==> src/hdl/lsms_pkg.sv <==
package lsms_pkg;

    localparam int LSMS_QDEPTH = 2;

    // Request kinds, taken from the two bits on the input tuser.
    localparam logic [1:0] KIND_LOAD       = 2'd0;
    localparam logic [1:0] KIND_STORE      = 2'd1;
    localparam logic [1:0] KIND_LOAD_ALT   = 2'd2;
    localparam logic [1:0] KIND_STORE_ALT  = 2'd3;

    // Mode bit positions.
    localparam int MODE_AFTER  = 4;
    localparam int MODE_DEC    = 3;
    localparam int MODE_MODIFY = 2;

    typedef enum logic [1:0] {
        F_IDLE,
        F_COUNT,
        F_CALC
    } t_front_state;

    typedef enum logic {
        B_IDLE,
        B_RUN
    } t_back_state;

    // One classified instruction, as it waits between front and back.
    typedef struct packed {
        logic [31:0] mask;        // register set, already in walk order
        logic [31:0] start_addr;
        logic [31:0] final_base;
        logic        alt;
        logic        store;
        logic        modify;
        logic        err;
    } t_lsms_cmd;

    typedef struct packed {
        logic        access_valid;
        logic        is_store;
        logic [4:0]  reg_index;
        logic [31:0] address;
        logic        writeback_enable;
        logic [31:0] new_base;
        logic        error_flag;
        logic        last_item;
    } t_lsms_result;

    // In alternate order the top four walk slots hold r31, r29, r30, r28.
    // The mapping is its own inverse, so it serves both directions.
    function automatic logic [4:0] lsms_alt_reg(input logic [4:0] pos, input logic alt);
        logic [4:0] r;
        r = pos;
        if (alt) begin
            if (pos == 5'd28) begin
                r = 5'd31;
            end else if (pos == 5'd31) begin
                r = 5'd28;
            end
        end
        return r;
    endfunction

    function automatic logic [31:0] lsms_to_walk_order(input logic [31:0] mask,
                                                       input logic alt);
        logic [31:0] w;
        w = mask;
        if (alt) begin
            w[28] = mask[31];
            w[31] = mask[28];
        end
        return w;
    endfunction

    function automatic logic [5:0] lsms_popcount(input logic [31:0] v);
        logic [5:0] c;
        c = '0;
        for (int i = 0; i < 32; i++) begin
            c = c + 6'(v[i]);
        end
        return c;
    endfunction

endpackage

==> src/hdl/lsms_front.sv <==
module lsms_front
    import lsms_pkg::*;
(
    input  logic        i_clk,
    input  logic        i_rst_n,
    input  logic        i_valid,
    output logic        o_ready,
    input  logic [1:0]  i_req_type,
    input  logic [4:0]  i_first_reg,
    input  logic [4:0]  i_end_reg,
    input  logic [3:0]  i_extra_mask,
    input  logic [4:0]  i_mode_bits,
    input  logic [31:0] i_base_value,
    output logic        o_push_valid,
    input  logic        i_push_ready,
    output t_lsms_cmd   o_push_cmd
);

    t_front_state r_state, n_state;
    logic [31:0]  r_mask;
    logic [1:0]   r_kind;
    logic         r_after, r_dec, r_modify;
    logic [31:0]  r_base;
    logic [5:0]   r_count;

    logic [31:0] w_mask;
    logic        w_accept;
    logic [31:0] w_step4;
    logic [31:0] w_final;
    logic [31:0] w_start;
    logic        w_alt, w_store, w_err;

    assign w_accept = i_valid && o_ready;

    // Range bits plus the extra r28..r31 bits; "both 31" means no range.
    always_comb begin
        for (int i = 0; i < 32; i++) begin
            w_mask[i] = (5'(i) >= i_first_reg) && (5'(i) <= i_end_reg) &&
                        !((i_first_reg == 5'd31) && (i_end_reg == 5'd31));
        end
        w_mask[31] = w_mask[31] | i_extra_mask[0];
        w_mask[30] = w_mask[30] | i_extra_mask[1];
        w_mask[29] = w_mask[29] | i_extra_mask[2];
        w_mask[28] = w_mask[28] | i_extra_mask[3];
    end

    always_comb begin
        n_state = r_state;
        case (r_state)
            F_IDLE:  begin
                if (i_valid) begin
                    n_state = F_COUNT;
                end
            end
            F_COUNT: n_state = F_CALC;
            F_CALC:  begin
                if (i_push_ready) begin
                    n_state = F_IDLE;
                end
            end
            default: n_state = F_IDLE;
        endcase
    end

    always_comb begin
        o_ready      = (r_state == F_IDLE);
        o_push_valid = (r_state == F_CALC);
    end

    always_comb begin
        w_alt   = (r_kind == KIND_LOAD_ALT) || (r_kind == KIND_STORE_ALT);
        w_store = (r_kind == KIND_STORE) || (r_kind == KIND_STORE_ALT);
        w_err   = (r_kind == KIND_STORE_ALT) && r_mask[31];
        w_step4 = {24'd0, r_count, 2'b00};
        w_final = r_dec ? (r_base - w_step4) : (r_base + w_step4);
        if (r_dec) begin
            w_start = r_after ? w_final : (w_final + 32'd4);
        end else begin
            w_start = r_after ? (r_base + 32'd4) : r_base;
        end

        o_push_cmd.mask       = w_err ? '0 : lsms_to_walk_order(r_mask, w_alt);
        o_push_cmd.start_addr = w_start;
        o_push_cmd.final_base = w_err ? r_base : w_final;
        o_push_cmd.alt        = w_alt;
        o_push_cmd.store      = w_store;
        o_push_cmd.modify     = r_modify && !w_err;
        o_push_cmd.err        = w_err;
    end

    always_ff @(posedge i_clk) begin
        if (!i_rst_n) begin
            r_state <= F_IDLE;
        end else begin
            r_state <= n_state;
        end
    end

    always_ff @(posedge i_clk) begin
        if (w_accept) begin
            r_mask   <= w_mask;
            r_kind   <= i_req_type;
            r_after  <= i_mode_bits[MODE_AFTER];
            r_dec    <= i_mode_bits[MODE_DEC];
            r_modify <= i_mode_bits[MODE_MODIFY];
            r_base   <= i_base_value;
        end
        if (r_state == F_COUNT) begin
            r_count <= lsms_popcount(r_mask);
        end
    end

endmodule

==> src/hdl/lsms_queue.sv <==
module lsms_queue
    import lsms_pkg::*;
#(
    parameter int DEPTH = LSMS_QDEPTH
) (
    input  logic      i_clk,
    input  logic      i_rst_n,
    input  logic      i_push_valid,
    output logic      o_push_ready,
    input  t_lsms_cmd i_push_cmd,
    output logic      o_pop_valid,
    input  logic      i_pop_ready,
    output t_lsms_cmd o_pop_cmd
);

    localparam int PTR_W = (DEPTH > 1) ? $clog2(DEPTH) : 1;
    localparam int CNT_W = $clog2(DEPTH + 1);

    t_lsms_cmd        r_slots [DEPTH];
    logic [PTR_W-1:0] r_wr_ptr, r_rd_ptr;
    logic [CNT_W-1:0] r_count;
    logic             w_push, w_pop;

    assign o_push_ready = (r_count != CNT_W'(DEPTH));
    assign o_pop_valid  = (r_count != '0);
    assign o_pop_cmd    = r_slots[r_rd_ptr];
    assign w_push       = i_push_valid && o_push_ready;
    assign w_pop        = o_pop_valid && i_pop_ready;

    always_ff @(posedge i_clk) begin
        if (!i_rst_n) begin
            r_wr_ptr <= '0;
            r_rd_ptr <= '0;
            r_count  <= '0;
        end else begin
            if (w_push) begin
                r_wr_ptr <= (r_wr_ptr == PTR_W'(DEPTH - 1)) ? '0 : r_wr_ptr + 1'b1;
            end
            if (w_pop) begin
                r_rd_ptr <= (r_rd_ptr == PTR_W'(DEPTH - 1)) ? '0 : r_rd_ptr + 1'b1;
            end
            if (w_push && !w_pop) begin
                r_count <= r_count + 1'b1;
            end else if (w_pop && !w_push) begin
                r_count <= r_count - 1'b1;
            end
        end
    end

    always_ff @(posedge i_clk) begin
        if (w_push) begin
            r_slots[r_wr_ptr] <= i_push_cmd;
        end
    end

endmodule

==> src/hdl/lsms_back.sv <==
module lsms_back
    import lsms_pkg::*;
(
    input  logic         i_clk,
    input  logic         i_rst_n,
    input  logic         i_pop_valid,
    output logic         o_pop_ready,
    input  t_lsms_cmd    i_pop_cmd,
    output logic         o_valid,
    input  logic         i_ready,
    output t_lsms_result o_result
);

    t_back_state  r_state, n_state;
    t_lsms_cmd    r_cmd;
    logic [31:0]  r_addr;
    logic         r_out_valid;
    t_lsms_result r_out;

    logic         w_slot;
    logic         w_emit;
    logic [4:0]   w_pos;
    logic [31:0]  w_rest;
    logic         w_special;
    t_lsms_result w_res;

    assign w_slot = !r_out_valid || i_ready;
    assign w_emit = (r_state == B_RUN) && w_slot;

    // Lowest pending slot in walk order.
    always_comb begin
        w_pos = '0;
        for (int i = 31; i >= 0; i--) begin
            if (r_cmd.mask[i]) begin
                w_pos = 5'(i);
            end
        end
    end

    always_comb begin
        w_rest    = r_cmd.mask & (r_cmd.mask - 32'd1);
        w_special = r_cmd.err || (r_cmd.mask == '0);

        w_res.access_valid     = !w_special;
        w_res.is_store         = r_cmd.store;
        w_res.reg_index        = w_special ? 5'd0 : lsms_alt_reg(w_pos, r_cmd.alt);
        w_res.address          = w_special ? 32'd0 : r_addr;
        w_res.last_item        = w_special || (w_rest == '0);
        w_res.writeback_enable = w_res.last_item && r_cmd.modify;
        w_res.new_base         = w_res.last_item ? r_cmd.final_base : 32'd0;
        w_res.error_flag       = r_cmd.err;
    end

    always_comb begin
        n_state = r_state;
        case (r_state)
            B_IDLE: begin
                if (i_pop_valid) begin
                    n_state = B_RUN;
                end
            end
            B_RUN: begin
                if (w_emit && w_res.last_item) begin
                    n_state = B_IDLE;
                end
            end
            default: n_state = B_IDLE;
        endcase
    end

    always_comb begin
        o_pop_ready = (r_state == B_IDLE);
        o_valid     = r_out_valid;
        o_result    = r_out;
    end

    always_ff @(posedge i_clk) begin
        if (!i_rst_n) begin
            r_state     <= B_IDLE;
            r_out_valid <= 1'b0;
        end else begin
            r_state <= n_state;
            if (w_emit) begin
                r_out_valid <= 1'b1;
            end else if (i_ready) begin
                r_out_valid <= 1'b0;
            end
        end
    end

    always_ff @(posedge i_clk) begin
        if ((r_state == B_IDLE) && i_pop_valid) begin
            r_cmd  <= i_pop_cmd;
            r_addr <= i_pop_cmd.start_addr;
        end else if (w_emit) begin
            r_cmd.mask <= w_rest;
            r_addr     <= r_addr + 32'd4;
        end
        if (w_emit) begin
            r_out <= w_res;
        end
    end

endmodule

==> src/hdl/load_store_multiple_sequencer.sv <==
// Load/store-multiple address sequencer. Each input request describes one
// load-multiple or store-multiple instruction; the block answers with one
// result per register in the set, in ascending word-address order, and the
// last result (tlast) carries the written-back base. An empty set gives a
// single result with no access, and a store-alternate request that lists r31
// gives a single error result. The front end classifies a request through
// capture and register-set build, population count and address arithmetic
// and hands it to a small queue; the back end then takes the request from
// the queue and produces one result per cycle while every result is taken
// at once. The front end takes a new request only once it has pushed the
// last one into the queue, and waits while the queue is full, so it can
// classify the next instruction while the back end is still walking the
// previous one. Results sit in an output register: the back end moves on
// to the next result in the same cycle that the waiting one is taken, and
// stalls for as long as the waiting result is held off.
module load_store_multiple_sequencer
    import lsms_pkg::*;
#(
    parameter int QUEUE_DEPTH = LSMS_QDEPTH
) (
    input  logic        i_clk,
    input  logic        i_rst_n,
    // Request channel.
    input  logic        i_s_tvalid,
    output logic        o_s_tready,
    // Fields from bit 0: first_reg[4:0], end_reg[9:5], extra_mask[13:10],
    // mode_bits[18:14], base_value[50:19], zero fill up to bit 55.
    input  logic [55:0] i_s_tdata,
    // Fields from bit 0: req_type[1:0].
    input  logic [1:0]  i_s_tuser,
    // Result channel.
    output logic        o_m_tvalid,
    input  logic        i_m_tready,
    // Fields from bit 0: reg_index[4:0], address[36:5], writeback_enable[37],
    // new_base[69:38], zero fill up to bit 71.
    output logic [71:0] o_m_tdata,
    // Fields from bit 0: access_valid[0], is_store[1], error_flag[2].
    output logic [2:0]  o_m_tuser,
    // last_item.
    output logic        o_m_tlast
);

    logic         w_push_valid, w_push_ready;
    t_lsms_cmd    w_push_cmd;
    logic         w_pop_valid, w_pop_ready;
    t_lsms_cmd    w_pop_cmd;
    t_lsms_result w_result;

    // Front end: builds the register set, counts it and works out the start
    // address and the written-back base.
    lsms_front u_front (
        .i_clk        (i_clk),
        .i_rst_n      (i_rst_n),
        .i_valid      (i_s_tvalid),
        .o_ready      (o_s_tready),
        .i_req_type   (i_s_tuser),
        .i_first_reg  (i_s_tdata[4:0]),
        .i_end_reg    (i_s_tdata[9:5]),
        .i_extra_mask (i_s_tdata[13:10]),
        .i_mode_bits  (i_s_tdata[18:14]),
        .i_base_value (i_s_tdata[50:19]),
        .o_push_valid (w_push_valid),
        .i_push_ready (w_push_ready),
        .o_push_cmd   (w_push_cmd)
    );

    // Decouples classification from sequencing.
    lsms_queue #(
        .DEPTH (QUEUE_DEPTH)
    ) u_queue (
        .i_clk        (i_clk),
        .i_rst_n      (i_rst_n),
        .i_push_valid (w_push_valid),
        .o_push_ready (w_push_ready),
        .i_push_cmd   (w_push_cmd),
        .o_pop_valid  (w_pop_valid),
        .i_pop_ready  (w_pop_ready),
        .o_pop_cmd    (w_pop_cmd)
    );

    // Back end: one register per unstalled cycle, lowest walk slot first.
    lsms_back u_back (
        .i_clk       (i_clk),
        .i_rst_n     (i_rst_n),
        .i_pop_valid (w_pop_valid),
        .o_pop_ready (w_pop_ready),
        .i_pop_cmd   (w_pop_cmd),
        .o_valid     (o_m_tvalid),
        .i_ready     (i_m_tready),
        .o_result    (w_result)
    );

    assign o_m_tdata = {2'b00, w_result.new_base, w_result.writeback_enable,
                        w_result.address, w_result.reg_index};
    assign o_m_tuser = {w_result.error_flag, w_result.is_store, w_result.access_valid};
    assign o_m_tlast = w_result.last_item;

endmodule
==> config.mk <==
export PLATFORM = sky130hd
export DESIGN_NAME = load_store_multiple_sequencer
export DESIGN_NICKNAME = d
export VERILOG_FILES = /design/src/hdl/lsms_pkg.sv /design/src/hdl/lsms_front.sv /design/src/hdl/lsms_queue.sv /design/src/hdl/lsms_back.sv /design/src/hdl/load_store_multiple_sequencer.sv
export SDC_FILE = /design/constraint.sdc
export NUM_CORES = 1
export LEC_CHECK = 0
export BUFFER_PORTS_ARGS = -buffer_cell sky130_fd_sc_hd__buf_4
export CAP_MARGIN = 15
export CORE_MARGIN = 3
export CORE_UTILIZATION = 60
export CTS_BUF_LIST = sky130_fd_sc_hd__clkbuf_16
export DETAILED_ROUTE_END_ITERATION = 10
export PLACE_DENSITY = 0.84
export SETUP_SLACK_MARGIN = 0.05
export SLEW_MARGIN = 20
export SYNTH_ARGS = -nofsm -noshare
export SYNTH_HDL_FRONTEND = slang
export SYNTH_SLANG_ARGS = --single-unit
==> constraint.sdc <==
create_clock -name i_clk -period 9.9 [get_ports i_clk]
set_clock_uncertainty 0.05 [all_clocks]
set_input_delay 0.99 -clock i_clk [delete_from_list [all_inputs] [get_ports i_clk]]
set_output_delay 0.99 -clock i_clk [all_outputs]
set_load 0.05 [all_outputs]
# Word level (Yosys, flattened, before mapping)
# Memory sizes are Yosys's and may differ from the RTL's. A register that Yosys moved wholly into a read port is not among the register bits.
# Cells that the tools add are included.
dict set report word_totals {
  regBits 257
  ramBits 200
  input_bits 62
  mem_count 1
}
# memory depth word_bits read_ports rd_ports_with_merged_regs write_ports line_no
set mem_list {}
lappend mem_list {u_queue.r_slots 2 100 1 1 1 lsms_queue.sv:19} ;# t_lsms_cmd r_slots [DEPTH];
dict set report classes {
  addsub 41
  magnitude_cmp 64
  eq_ne 12
  mux 63
  bitwise_logic 6
  reduce_logical 94
}
# operator count
set op_table {}
lappend op_table {{2-to-1 mux 32 bit} 10}
lappend op_table {{adder 6 x 1 -> 6 bit} 30}
lappend op_table {{2-to-1 mux 5 bit} 35}
lappend op_table {{adder 32 x 3 -> 32 bit, second input constant} 3}
lappend op_table {{greater-or-equal comparator 5 bit, first input constant} 16}
lappend op_table {{<= comparator 5 bit, first input constant} 16}
lappend op_table {{logical AND 1 bit} 75}
lappend op_table {{logical NOT 32 bit} 2}
lappend op_table {{greater-or-equal comparator 4 x 5 -> 1 bit, first input constant} 8}
lappend op_table {{<= comparator 4 x 5 -> 1 bit, first input constant} 8}
lappend op_table {{adder 32 x 8 -> 32 bit} 1}
lappend op_table {{bitwise AND 32 bit} 1}
lappend op_table {{subtractor 32 x 1 -> 32 bit, second input constant} 1}
lappend op_table {{subtractor 32 x 8 -> 32 bit} 1}
lappend op_table {{equality test 5 bit, second input constant} 4}
lappend op_table {{greater-or-equal comparator 3 x 5 -> 1 bit, first input constant} 4}
lappend op_table {{<= comparator 3 x 5 -> 1 bit, first input constant} 4}
lappend op_table {{2-to-1 mux 1 bit} 12}
lappend op_table {{greater-or-equal comparator 1 x 5 -> 1 bit, first input constant} 2}
lappend op_table {{greater-or-equal comparator 2 x 5 -> 1 bit, first input constant} 2}
lappend op_table {{<= comparator 1 x 5 -> 1 bit, first input constant} 2}
lappend op_table {{<= comparator 2 x 5 -> 1 bit, first input constant} 2}
lappend op_table {{2-to-1 mux 2 bit} 4}
lappend op_table {{nonzero test 2 bit} 4}
lappend op_table {{other kinds (15)} 33}

# Depth between registers and ports, before layout
dict set report logic_depth {
  depth_word 36
  depth_mapped 15
  ltp_nobuf 15
}

# Hierarchy
# Synthesis repeated with hierarchy kept, for this count alone.
dict set report unflattened {
  hier_cells 2019
  area_unflattened_um2 23861.6
}
# module instances cells_each area_per_inst_um2 seq_area_each_um2
set by_module_without_submodules {}
lappend by_module_without_submodules {lsms_back 1 734 8381.8 5265.0}
lappend by_module_without_submodules {lsms_front 1 947 8006.4 2292.2}
lappend by_module_without_submodules {lsms_queue 1 335 7454.6 6105.9}
lappend by_module_without_submodules {load_store_multiple_sequencer 1 3 18.8 0.0}

# Worst setup path after synthesis
# OpenSTA, ideal clock, no wires.
dict set report synth_timing {
  path_kind {register -> register}
  start {reg u_queue.r_count[0]}
  end {mem u_queue.r_slots[0][0] (netlist name), enable pin}
  setup_time_ps 568
  arrival_time_ps 5186
  setup_slack_ps 4096
  path_stages_with_launch 5
  path_buffers 1
  synth_period_minus_slack_ps 5804
  cell_sequence {dfxtp_1 > clkbuf_1 > inv_1 > a21oi_1 > nor2b_1}
}
dict set report synth_between {
  elab_chain_len 4
}
# element line_no
set synth_lines {}
lappend synth_lines {{start, declared} lsms_queue.sv:21} ;# logic [CNT_W-1:0] r_count;
lappend synth_lines {{start signal, assigned} lsms_queue.sv:43} ;# r_count <= r_count + 1'b1;
lappend synth_lines {{start signal, assigned} lsms_queue.sv:45} ;# r_count <= r_count - 1'b1;
lappend synth_lines {{inequality test 2 bit} lsms_queue.sv:24} ;# assign o_push_ready = (r_count != CNT_W'(DEPTH));
lappend synth_lines {{logical AND 1 bit} lsms_queue.sv:27} ;# assign w_push = i_push_valid && o_push_ready;
lappend synth_lines {{net u_queue.w_push} lsms_queue.sv:22} ;# logic w_push, w_pop;
lappend synth_lines {{2-to-1 mux 1 bit} lsms_queue.sv:51} ;# if (w_push) begin
lappend synth_lines {{2-to-1 mux 1 bit (implied by the code)} lsms_queue.sv:52} ;# r_slots[r_wr_ptr] <= i_push_cmd;
lappend synth_lines {{end, declared} lsms_queue.sv:19}
# The timed path passes the listed nets, and every way through them passes these cells.

==> impl_metrics.toml <==
[setup_path]
cp.arrival_ps = 6300
crit_fanout = 28
critical_path_class = "flop to flop"
end_kind = "flop"
slowest_stage = "edfxtp_1"
max_stage_delay_ps = 1000
startpoint_type = "flop"
critPathRequiredTime_ps = 10150
crit_start = "u_front.r_dec"
r2r_setup_slack_ps = 3840
cp_top_family = "compound AO/OA/AOI/OAI gates"
worst_r2r_startpoint = "u_front.r_dec"
rr_worst_depth = 10
crit_buf_inv = 0
r2r-end = "u_queue.r_slots[0][67]"
path_cells = "a21o_1, ha_1, a2111o_1, o211ai_1, nand3_1, a2111oi_0, nand4b_1, or4b_2, o311ai_0, nor2_1"

[placed_design]
globalplace.congestion = 0.916
place_worst_setup_slack_ps = 4150
io_buffers = 130
hpwlAfterDp_um = 34500

[grt]
grt_usage_pct = 25.3
antenna_found_initial = 0
grt_first_pass_wirelength_um = 78400
grt_pass1_vias = 14600
grt-ovfl-total = 0
grt_start_max_net_pins = 88

[hold_path]
hold_end = "u_back.o_result[72]"
hold_path.startpoint = "u_back.r_cmd[2]"
whs_path_depth = 0
hold_class = "flop to flop"

[floorplanning]
dieArea_um2 = 39800
initial_utilization_pct = 61.1
die_h_um = 199
rows = 70
die_w_um = 199
ioPinCount = 140
coreArea_um2 = 36800

[clock_network]
clkLatencyLatePin_ps = 580
cts_inserted_buffers = 46
cts_tree = "done"
postCtsHoldBufs = 0
postCtsSetupBuffers = 0
clk_pin_slew_ps = 60
ctsLongestPathBuffers = 3
htreeDepth = 2
clock-sinks = 454
cts_root_buf = "clkbuf_16"
cts_resized = 0

[sta]
rsz0062_at_grt = "false"
hold_violations = 0
max_freq_mhz = 165
setup_slack_ps = 3840
fin_crit_ps = 6060
holdWs_ps = 375
slew_headroom_pct = 33.2
setup_tns_ps = 0
period_share_pct = 61.2
drv_slew = 0
setup_violations = 0
worst_pin_slew_ps = 1000

[routing]
first_iter_violations = 1475
route.detailed.drc = 0
detail-route-antenna-nets = 0
drtPass1Iterations = 5
wl_per_cell_um = 20.5
wl_um = 50000
avgViaCountPerCell = 6.07
route.vias.total = 14900

[synthesis]
syn-instance-count = 1826
synth_flop_cell = "edfxtp_1"
synth_area_um2 = 22500
syn_area_per_cell_um2 = 12.3
yosysWarnings = 0
ys_seq_area_share_pct = 60.3
ys_async_sr_fraction_pct = 0
synth.distinct_cells = 77
ys_seq_elements = 454
synth_edf_count = 445

[flow_run]
cap_viol_max_count = 0

[finish]
antenna_cells = 0
final_nets = 2071
syn2layout_area_growth_pct = 13.3
layout-drive-gt1-share_pct = 14.7
fillers = 2523

[power]
power.density_nw_per_um2 = 305
leakage_nw = 9.12
ir_worst_vdd_v = 0.000252

[outcome]
status = "completed"
[cells in the final DEF, fill, tap and decap left out, types with 45 or more instances in the layout]
| cell | n |
|---|---|
| o21ai_0 | 91 |
| mux2i_1 | 45 |
| nor2_1 | 116 |
| xnor2_1 | 57 |
| clkbuf_16 | 46 |
| a21oi_1 | 107 |
| nand2_1 | 116 |
| buf_4 | 145 |
| edfxtp_1 | 445 |
| and2_1 | 97 |
| xor2_1 | 50 |
| inv_1 | 84 |
| nand3_1 | 66 |
[synthesized netlist by cell type, drive strengths merged, types with 13 or more instances]
| master | instances | area (um2) |
|---|---|---|
| a211oi | 39 | 303 |
| a21o | 17 | 128 |
| a21oi | 108 | 541 |
| and2 | 100 | 626 |
| and3 | 22 | 138 |
| buf | 13 | 78.8 |
| clkbuf | 67 | 251 |
| edfxtp | 445 | 13400 |
| fa | 25 | 500 |
| ha | 43 | 538 |
| inv | 81 | 304 |
| mux2 | 38 | 428 |
| mux2i | 45 | 450 |
| nand2 | 117 | 442 |
| nand2b | 14 | 87.6 |
| nand3 | 66 | 330 |
| nand4 | 20 | 125 |
| nor2 | 116 | 435 |
| nor2b | 35 | 219 |
| nor3 | 32 | 165 |
| o211ai | 15 | 113 |
| o21ai | 93 | 465 |
| or3 | 13 | 91.3 |
| xnor2 | 57 | 499 |
| xor2 | 50 | 438 |
[state kept, by name, indices dropped and copies added (netlist names), named ones only]
register,count
u_queue.r_slots,196
u_back.o_result,74
u_back.r_cmd,68
u_back.r_addr,32
u_front.r_base,32
u_front.r_mask,32
u_front.r_count,6
u_front.r_kind,2
u_front.r_state,2
u_queue.r_count,2
u_back.o_valid,1
u_back.r_state,1
u_front.r_after,1
u_front.r_dec,1
u_front.r_modify,1
u_queue.r_rd_ptr,1
u_queue.r_wr_ptr,1
[report_power, final]
| part | internal, W | leakage, nW | switching (W) |
|---|---|---|---|
| clock | 0.00104 | 0.775 | 0.000726 |
| combinational | 0.00103 | 4.12 | 0.00183 |
| sequential | 0.00282 | 4.23 | 0.000322 |
[how the worst max path moves through the flow]
stage | end | cells after the start | slack [ps]
2_1_floorplan | u_queue.r_slots[0][0] | 4 | 4100
3_3_place_gp | u_queue.r_slots[0][67] | 10 | 4200
3_5_place_dp | u_queue.r_slots[0][67] | 10 | 4150
4_1_cts | u_queue.r_slots[0][67] | 10 | 4100
5_1_grt | u_queue.r_slots[0][67] | 10 | 3650
6_report | u_queue.r_slots[0][67] | 10 | 3840
[metrics by stage]
step / std cells / power, W / cell area [um2] / utilization [%]
5_1_grt: 2445 / 0.00819 / 25400 / 69.2
6_report: 2445 / 0.00777 / 25400 / 69.2
3_5_place_dp: 2360 / 0.00597 / 23900 / 64.8
4_1_cts: 2444 / 0.00778 / 25400 / 69.1
2_1_floorplan: 1827 / 0.00517 / 22500 / -
3_3_place_gp: 2360 / 0.00582 / 23800 / 64.8
[routing by layer]
metal,part of all wire (%),GRT usage [%],vias up
met4,2.5,7.96,0
met1,43,36.1,7163
met3,7.7,3.91,94
li1,-,-,7002
met5,0,0,-
met2,47,40.6,592
[logic make-up (layout without fill, tap and decap cells)]
family | count (synthesis) | count (layout) | synth area share, %
DFF | 454 | 454 | 60.3
AOI/OAI and AO/OA | 359 | 359 | 10.1
xor gates and xnor gates | 107 | 107 | 4.17
buffers and inverters | 161 | 311 | 2.82
muxes | 84 | 84 | 4.01
adders and majority gates | 71 | 71 | 4.76
and+or+nand+nor | 589 | 589 | 13.8
other | 1 | 2 | 0.0167
[area by class of cell]
class	instances	area (um2)	share of cell area, %
well taps	468	586	2.30
inverters	81	304	1.20
clock buffers	46	1150	4.53
clock inverters	38	409	1.61
flip-flops and latches	454	13500	53.3
multi-input cells	1212	8330	32.7
repair buffers	146	1120	4.39
(Power assumes the default switching activity.)
